## src/rtl/core/rbb3_pkg.sv

```systemverilog
package rbb3_pkg;

  localparam int MAX_WIDTH  = 2048;
  localparam int MAX_HEIGHT = 4096;
  localparam int LINE_AW    = $clog2(MAX_WIDTH);
  localparam int PIX_W      = 24;
  localparam int CHAN_W     = 8;
  localparam int NUM_LANES  = 3;
  localparam int WIN_TAPS   = 9;

  localparam int COL_W      = 11;
  localparam int ROW_W      = 12;
  localparam int WIDTH_W    = 12;
  localparam int HEIGHT_W   = 13;
  localparam int CFG_AW     = 1;
  localparam int CFG_DW     = 13;

  // divide by nine as multiply by ceil(2^15 / 9) and shift, exact for sums below 2^15
  localparam int SUM_W       = 12;
  localparam int RECIP_SHIFT = 15;
  localparam int PROD_W      = 23;
  localparam logic [SUM_W-1:0] RECIP = SUM_W'(((1 << RECIP_SHIFT) + 8) / 9);

  localparam logic [CFG_AW-1:0] CFG_IMAGE_WIDTH  = 1'b0;
  localparam logic [CFG_AW-1:0] CFG_IMAGE_HEIGHT = 1'b1;

  typedef logic [WIN_TAPS-1:0][CHAN_W-1:0] lane_pix_t;

  typedef struct packed {
    logic [ROW_W-1:0] row;
    logic [COL_W-1:0] col;
    logic             last;
  } meta_t;

endpackage

```

## src/rtl/core/rbb3_lane.sv

```systemverilog
module rbb3_lane (
  input  logic                          clk,
  input  logic                          en_sum,
  input  logic                          en_mul,
  input  rbb3_pkg::lane_pix_t           pix,
  output logic [rbb3_pkg::CHAN_W-1:0]   mean
);

  logic [rbb3_pkg::SUM_W-1:0]  sum_nxt;
  logic [rbb3_pkg::SUM_W-1:0]  sum_r;
  logic [rbb3_pkg::PROD_W-1:0] prod_r;

  always_comb begin
    sum_nxt = '0;
    for (int i = 0; i < rbb3_pkg::WIN_TAPS; i++) begin
      sum_nxt = sum_nxt + rbb3_pkg::SUM_W'(pix[i]);
    end
  end

  always_ff @(posedge clk) begin
    if (en_sum) begin
      sum_r <= sum_nxt;
    end
    if (en_mul) begin
      prod_r <= rbb3_pkg::PROD_W'(sum_r) * rbb3_pkg::PROD_W'(rbb3_pkg::RECIP);
    end
  end

  assign mean = prod_r[rbb3_pkg::RECIP_SHIFT +: rbb3_pkg::CHAN_W];

endmodule

```

## config.mk

```make
export PLATFORM = sky130hd
export DESIGN_NAME = rbb3_lane
export DESIGN_NICKNAME = d
export VERILOG_FILES = /design/src/rtl/core/rbb3_pkg.sv /design/src/rtl/core/rbb3_lane.sv
export SDC_FILE = /design/constraint.sdc
export NUM_CORES = 1
export LEC_CHECK = 0
export BUFFER_PORTS_ARGS = -buffer_cell sky130_fd_sc_hd__buf_4
export CAP_MARGIN = 20
export CORE_UTILIZATION = 58
export CTS_CLUSTER_DIAMETER = 150
export DETAILED_ROUTE_END_ITERATION = 8
export GPL_ROUTABILITY_DRIVEN = 0
export PLACE_DENSITY = 0.83
export SLEW_MARGIN = 20
export SYNTH_ARGS = -nofsm -noshare
export SYNTH_HDL_FRONTEND = slang
export SYNTH_SLANG_ARGS = --single-unit
```

## constraint.sdc

```tcl
create_clock -name clk -period 6.1 [get_ports clk]
set_input_delay 1.22 -clock clk [delete_from_list [all_inputs] [get_ports clk]]
set_output_delay 1.22 -clock clk [all_outputs]
set_load 0.01 [all_outputs]
```

Yosys cells after proc, flatten, opt, wreduce, memory -nomap -nowiden
Index checks and enable logic that the tools add are counted.
Operators by class
  add/sub/neg operators: 8
  $mul: 1
Operators with widths (count)
  adder 12 x 8 -> 12 bit: 4
  multiplier 12 x 12 -> 23 bit (second input constant): 1
  adder 11 x 8 -> 12 bit: 1
  adder 10 x 8 -> 11 bit: 1
  adder 9 x 8 -> 10 bit: 1
  adder 8 x 8 -> 9 bit: 1
Word-level totals
  register bits after elaboration: 35
  output and inout bits: 8
  word-level logic and storage cells: 11

Logic depth before layout (Yosys ltp)
Gate-level depths: netlist of run 1.
  depth in word-level cells: 8
  mapped depth: 18
  depth with buffers taken out: 18

Worst setup path before layout of run 1
OpenSTA, ideal clock, no wires.
  kind: input to register
  start: input pix[2] in the netlist's numbering
  end: register sum_r[10] in the netlist's numbering, data pin
  arrival time: 4877 ps
  required time: 5842 ps
  path slack: 964 ps
  cell stages on the path: 17
  buffers on the path: 0
  cell sequence: inv_1 > fa_1 > inv_1 > fa_1 > fa_1 > inv_1 > fa_1 > inv_1 > ha_1 > inv_1 > fa_1 > nor2b_1 > o21ai_0 > a21boi_0 > o21a_1 > o41a_1 > xor2_1
Between the ends
  word-level cells in the longest chain between the ends: 8
RTL lines
  start, declared: line rbb3_lane.sv:5  | input rbb3_pkg::lane_pix_t pix,
  adder 8 x 8 -> 9 bit: line rbb3_lane.sv:16  | sum_nxt = sum_nxt + rbb3_pkg::SUM_W'(pix[i]);
  adder 9 x 8 -> 10 bit: line rbb3_lane.sv:16
  adder 10 x 8 -> 11 bit: line rbb3_lane.sv:16
  adder 11 x 8 -> 12 bit: line rbb3_lane.sv:16
  adder 12 x 8 -> 12 bit (4 in series): line rbb3_lane.sv:16
  via sum_nxt (one bit): line rbb3_lane.sv:9  | logic [rbb3_pkg::SUM_W-1:0] sum_nxt;
  end signal, assigned: line rbb3_lane.sv:22  | sum_r <= sum_nxt;
  end, declared: line rbb3_lane.sv:10  | logic [rbb3_pkg::SUM_W-1:0] sum_r;
The timed path passes the listed nets, and every way through them passes these cells.
A chain may end at the register's enable or synchronous reset.

Final worst setup path of run 1
  start: input pix[3] in the netlist's numbering
  end: register sum_r[11] in the netlist's numbering, data pin
Same word-level chain as after synthesis.

==> reports/metrics.yaml, run 1 <==
hold_buffers: 0
synth.distinct_cells: 31
async_flop_share_pct: 0
regToRegSetupSlack_ns: 1.11
layout.core_utilization_pct: 70.8
finalCriticalPeriod_ns: 5.18
cts_made_buffers: 3
grt_setup_unrepaired: "false"
maxSlewViolCount: 0
grt_pass1_wl_um: 13000
placement_rows: 31
finClkSkew_ns: 0.00549
worst_ep_arrival_ns: 5.16
worst_setup_path_end_kind: "register"
postSynth.topFlopCell: "sky130_fd_sc_hd__edfxtp_1"
critical_path_class: "input port to register"
clock_pin_slew_on_the_worst_setup_and_hold_paths_ns: 0.07
post-synth-top-count-cell: "sky130_fd_sc_hd__inv_1"
grt_pass1_vias: 3090
detail_route.vias_per_cell: 5.03
route.final.wire_length_um: 7520
via_count: 2950
drive_gt1_share_pct: 18.1
die_area_mm2: 0.00781
synth_top_cell_by_area: "sky130_fd_sc_hd__fa_1"
yosysWarnings: 0
grt_max_degree: 13
floorplan.die.width_um: 88.4
path_max_fanout: 2
fillCellCount: 537
timing.hold.worst_endpoint: "prod_r[22]$_DFFE_PP_"
antenna_found_initial: 0
worstSetupStartpointType: "input port"
route.detailed.drc: 0
synth_common_cells: "sky130_fd_sc_hd__inv_1 (123), sky130_fd_sc_hd__fa_1 (83), sky130_fd_sc_hd__ha_1 (80)"
max_cap_violations: 0
synth_area_per_cell_um2: 10.8
post_synth_edffs: 20
tns_ns: 0
cts_setup_buffers: 0
report.final.hold_viol_count: 0
timing.fmax_mhz: 193
tritoncts_clock_tree: "yes"
cts.sink_count: 20
cts_max_level: 1
hp-start: "sum_r[11]$_DFFE_PP_"
fp.coreArea_mm2: 0.00721
postSynthNetCount: 640
grt_overflow_total: 0
worstRegToRegCells: 18
mappedNetlistArea_mm2: 0.00433
area_growth_pct: 18.1
post-synth-top-area-fraction_pct: 38.4
die_h_um: 88.4
floorplan.initialDensity_pct: 60.0
drt_pre_antenna_iters: 4
tightestPinTransition_ns: 0.566
cts_root_buf: "sky130_fd_sc_hd__clkbuf_8"
n_antenna_cell: 0
run_status: "completed"
slew_headroom_pct: 61.9
post_synth_main_area_contributors: "sky130_fd_sc_hd__fa_1 (38%), sky130_fd_sc_hd__ha_1 (23%), sky130_fd_sc_hd__edfxtp_1 (14%)"
synthCells: 402
finalCritPeriodShare_pct: 84.9
ys_ff_latch: 20
clockBufferDepth: 2
yosysSeqAreaShare_pct: 13.9
ant_nets: 0
critPathRequiredTime_ns: 6.08
grt_util_all_layers_pct: 21.4
clock_insertion_delay_worst_skew_ns: 0.26
port_buffers: 82
dpl.hpwl_um: 7060
resize_count_post_cts: 0
end_of_the_worst_register_to_register_path: "prod_r[20]$_DFFE_PP_"
min_path_cells: 3
timing.hold.worst.class: "register to register"
fin_nets: 726
critical_path.reg2reg.startpoint: "sum_r[3]$_DFFE_PP_"
report.final.setup_viol: 0
wire_per_inst_um: 12.8
io_pins: 83
dr.first_iter.drc_count: 78
[critical path, cell delays in order]
cell	delay [ns]
sky130_fd_sc_hd__buf_4	0.07
sky130_fd_sc_hd__inv_1	0.04
sky130_fd_sc_hd__fa_1	0.52
sky130_fd_sc_hd__inv_1	0.06
sky130_fd_sc_hd__fa_1	0.51
sky130_fd_sc_hd__fa_1	0.55
sky130_fd_sc_hd__inv_1	0.05
sky130_fd_sc_hd__fa_1	0.58
sky130_fd_sc_hd__inv_1	0.06
sky130_fd_sc_hd__ha_1	0.28
sky130_fd_sc_hd__a21o_1	0.16
sky130_fd_sc_hd__a21oi_1	0.23
sky130_fd_sc_hd__o21ai_0	0.17
sky130_fd_sc_hd__o41ai_1	0.47
sky130_fd_sc_hd__o21ai_0	0.18
[sequential cells by signal, summed over array words and instances, names as in the netlist]
name / cells
prod_r: 8
sum_r: 12
[layout by cell type (no fill, tap or decap), drive strengths merged, types with 2 or more instances in the layout]
cell type / instances
inv: 123
fa: 83
buf: 82
ha: 80
edfxtp: 20
a21oi: 16
xnor2: 13
nor2: 12
o21ai: 10
nand2: 9
xor2: 4
nand4: 4
a21o: 3
nor3: 3
nor2b: 3
clkbuf: 3
o211ai: 3
a21boi: 2
a211oi: 2
[layer usage]
| metal | part of all wire (%) | GRT usage, % | wire [um] | up-vias |
|---|---|---|---|---|
| met5 | 0 | 0 | 0 | - |
| met4 | 0.69 | 3.37 | 52 | 0 |
| met3 | 3.2 | 1.96 | 243 | 6 |
| met2 | 55 | 38.8 | 4130 | 58 |
| met1 | 41 | 28.5 | 3090 | 1453 |
| li1 | - | - | - | 1433 |
[through the flow]
| stage | worst slack [ns] | instance area (um2) | hold WS [ns] | std cells |
|---|---|---|---|---|
| floorplan | 0.964 | 4330 | 0.953 | 402 |
| global placement | 0.763 | 5060 | 1.08 | 582 |
| detailed placement | 0.654 | 5060 | 1.08 | 582 |
| CTS | 0.921 | 5110 | 1.11 | 586 |
| global route | 0.537 | 5110 | 1.15 | 586 |
| finish | 0.923 | 5110 | 1.11 | 586 |
[area by class of cell]
type                    count  area (um2)  area share, %
clock buffers               3        41.3          0.809
flip-flops and latches     20         601           11.8
well taps                  99         124           2.43
repair buffers             82         616           12.1
multi-input cells         258        3260           63.8
inverters                 123         462           9.04
clock inverters             1        3.75         0.0735
[worst max-delay path by stage]
| stage | slack, ns | to | startpoint |
|---|---|---|---|
| finish | 0.92 | sum_r[11]$_DFFE_PP_ | pix[3] |
| detailed placement | 0.65 | sum_r[11]$_DFFE_PP_ | pix[3] |
| global placement | 0.76 | sum_r[10]$_DFFE_PP_ | pix[2] |
| CTS | 0.92 | sum_r[11]$_DFFE_PP_ | pix[3] |
| global route | 0.54 | sum_r[11]$_DFFE_PP_ | pix[3] |
| floorplan | 0.96 | sum_r[10]$_DFFE_PP_ | pix[2] |
[cell families after synthesis]
| logic type | count (synthesis) | share of synthesized area, % |
|---|---|---|
| AO/OA/AOI/OAI | 45 | 6.86 |
| XOR/XNOR | 17 | 3.44 |
| adder cells (fa/ha/maj) | 163 | 61.6 |
| buffers and inverters | 124 | 10.8 |
| flip-flops | 20 | 13.9 |
| AND/OR/NAND/NOR | 33 | 3.50 |
Power of run 1 is not shown: default switching activity piles up to over one toggle a cycle in this logic, so the estimate is an artifact.
==> run 2, diff against run 1 <==
--- a/config.mk
+++ b/config.mk
@@ -7,11 +7,11 @@
 export LEC_CHECK = 0
 export BUFFER_PORTS_ARGS = -buffer_cell sky130_fd_sc_hd__buf_4
 export CAP_MARGIN = 20
-export CORE_UTILIZATION = 58
+export CORE_UTILIZATION = 52
 export CTS_CLUSTER_DIAMETER = 150
 export DETAILED_ROUTE_END_ITERATION = 8
 export GPL_ROUTABILITY_DRIVEN = 0
-export PLACE_DENSITY = 0.83
+export PLACE_DENSITY = 0.79
 export SLEW_MARGIN = 20
 export SYNTH_ARGS = -nofsm -noshare
 export SYNTH_HDL_FRONTEND = slang
==> constraint.sdc (replaced) <==
create_clock -name clk -period 4.7 [get_ports clk]
set_input_delay 0.94 -clock clk [delete_from_list [all_inputs] [get_ports clk]]
set_output_delay 0.94 -clock clk [all_outputs]
set_load 0.01 [all_outputs]
==> reports/metrics.yaml, run 2 (synthesis results as in run 1) <==
cts_root_buf: "sky130_fd_sc_hd__clkbuf_8"
drive_gt1_share_pct: 27.7
cts_max_level: 1
tightestPinTransition_ns: 0.332
layout.cell_area.non_filler_mm2: 0.00544
end_of_the_worst_register_to_register_path: "prod_r[17]$_DFFE_PP_"
report.final.hold_viol_count: 0
antenna_found_initial: 0
fin_nets: 751
cts.sink_count: 20
critical_path_class: "input port to register"
dr.first_iter.drc_count: 105
grt_pass1_vias: 3126
max_cap_violations: 0
n_antenna_cell: 0
clockBufferDepth: 2
area_growth_pct: 25.7
critPathRequiredTime_ns: 4.72
placed_cell_area_mm2: 0.00524
timing.hold.worst_endpoint: "prod_r[20]$_DFFE_PP_"
fp.coreArea_mm2: 0.00789
worstRegToRegCells: 18
most_common_library_cell_in_the_layout_ignoring_fill_and_taps: "sky130_fd_sc_hd__inv_1"
route.final.wire_length_um: 8030
grt_overflow_total: 0
die_area_mm2: 0.00869
largest-register: "sum_r"
seqCellArea_um2: 601
hold_buffers: 0
tritoncts_clock_tree: "yes"
stdcell_count: 614
finalCritPeriodShare_pct: 99.1
slew_headroom_pct: 77.7
cts_made_buffers: 3
grt_util_all_layers_pct: 19.1
timing.hold.worst.class: "input port to register"
worstSetupStartpointType: "input port"
dpl.hpwl_um: 7140
route.detailed.drc: 0
largest_registers_in_the_final_layout: "sum_r x12, prod_r x8"
wire_per_inst_um: 13.1
regToRegSetupSlack_ns: 0.05
post-place-cells: 607
grt_pass1_wl_um: 13000
timing.fmax_mhz: 215
floorplan.initialDensity_pct: 54.8
critical_path.reg2reg.startpoint: "sum_r[3]$_DFFE_PP_"
port_buffers: 82
clock_insertion_delay_worst_skew_ns: 0.27
preCtsSetupSlack_ns: -0.334
worst_setup_path_end_kind: "register"
report.final.setup_viol: 0
maxSlewViolCount: 0
ant_nets: 0
detail_route.vias_per_cell: 5.00
finClkSkew_ns: 0.0129
clock_pin_slew_on_the_worst_setup_and_hold_paths_ns: 0.08
placement_rows: 32
path_max_fanout: 2
run_status: "completed"
multi_input_area_mm2: 0.00339
via_count: 3073
grt_max_degree: 13
grt_setup_unrepaired: "true"
hp-start: "en_mul"
min_path_cells: 1
floorplan.die.width_um: 93.2
finalCriticalPeriod_ns: 4.66
die_h_um: 93.2
fillCellCount: 552
largest_register_ffs: 12
layout_setup_ws_ns: 0.0445
io_pins: 83
mostFrequentLayoutCells: "sky130_fd_sc_hd__inv_1 (112), sky130_fd_sc_hd__buf_4 (105), sky130_fd_sc_hd__fa_1 (82)"
worst_ep_arrival_ns: 4.68
drt_pre_antenna_iters: 5
layout.core_utilization_pct: 68.9
-- run 2: changes by cell type in the layout (fill, tap and decap cells not counted), sizes merged --
cell,delta
buf,+25
-- run 2: through the flow --
step | TNS (ns) | hold slack [ns]
3_5_place_dp | -1.42 | 1.08
6_report | 0 | 0.948
5_1_grt | -0.678 | 0.958
2_1_floorplan | -0.0648 | 0.953
3_3_place_gp | -0.789 | 1.08
4_1_cts | 0 | 0.953
-- run 2: cell type report --
cell class                 instances  area share, %
multi-input combinational        258           62.4
timing repair buffer             107           14.9
sequential                        20           11.0
inverter                         123           8.49
tap                              102           2.35
clock buffer                       3          0.759
clock inverter                     1         0.0690
-- run 2: worst max path at each step --
stage                  startpoint                   end  slack, ns  depth (start not counted)
4_1_cts                    pix[2]   sum_r[10]$_DFFE_PP_      0.006                         18
6_report                   pix[4]   sum_r[10]$_DFFE_PP_       0.04                         16
5_1_grt        sum_r[3]$_DFFE_PP_  prod_r[20]$_DFFE_PP_      -0.15                         16
3_3_place_gp               pix[2]   sum_r[10]$_DFFE_PP_      -0.23                         18
2_1_floorplan              pix[2]   sum_r[10]$_DFFE_PP_      -0.06                         17
3_5_place_dp               pix[2]   sum_r[10]$_DFFE_PP_      -0.33                         18
-- run 2: routing by layer --
metal  part of all wire (%)  track usage, %  wire length, um  up-vias
met5                      0               0                0        -
met4                    2.6            5.38              209        0
met3                    2.3            2.20              181       19
met2                     54            33.7             4330       62
met1                     41            24.9             3310     1504
li1                       -               -                -     1488
-- run 2: critical path, stage by stage --
cell                       delay [ns]
sky130_fd_sc_hd__buf_4           0.08
sky130_fd_sc_hd__inv_1           0.04
sky130_fd_sc_hd__fa_1            0.54
sky130_fd_sc_hd__inv_1           0.06
sky130_fd_sc_hd__fa_1            0.48
sky130_fd_sc_hd__fa_1            0.54
sky130_fd_sc_hd__inv_1           0.05
sky130_fd_sc_hd__fa_1            0.52
sky130_fd_sc_hd__inv_1           0.06
sky130_fd_sc_hd__ha_4            0.21
sky130_fd_sc_hd__nor2b_2         0.15
sky130_fd_sc_hd__o21ai_2         0.15
sky130_fd_sc_hd__a21boi_2        0.08
sky130_fd_sc_hd__o21a_1          0.20
sky130_fd_sc_hd__o41a_1          0.42
sky130_fd_sc_hd__xor2_1          0.15
-- run 2: timing repair --
action | 4_1_cts | 5_1_grt
pin swaps | 9 | 26
setup buffers | 1 | 2
endpoints found under the setup margin | 7 | 11
gates resized for setup | 8 | 25
Power of run 2 is left out for the same reason.
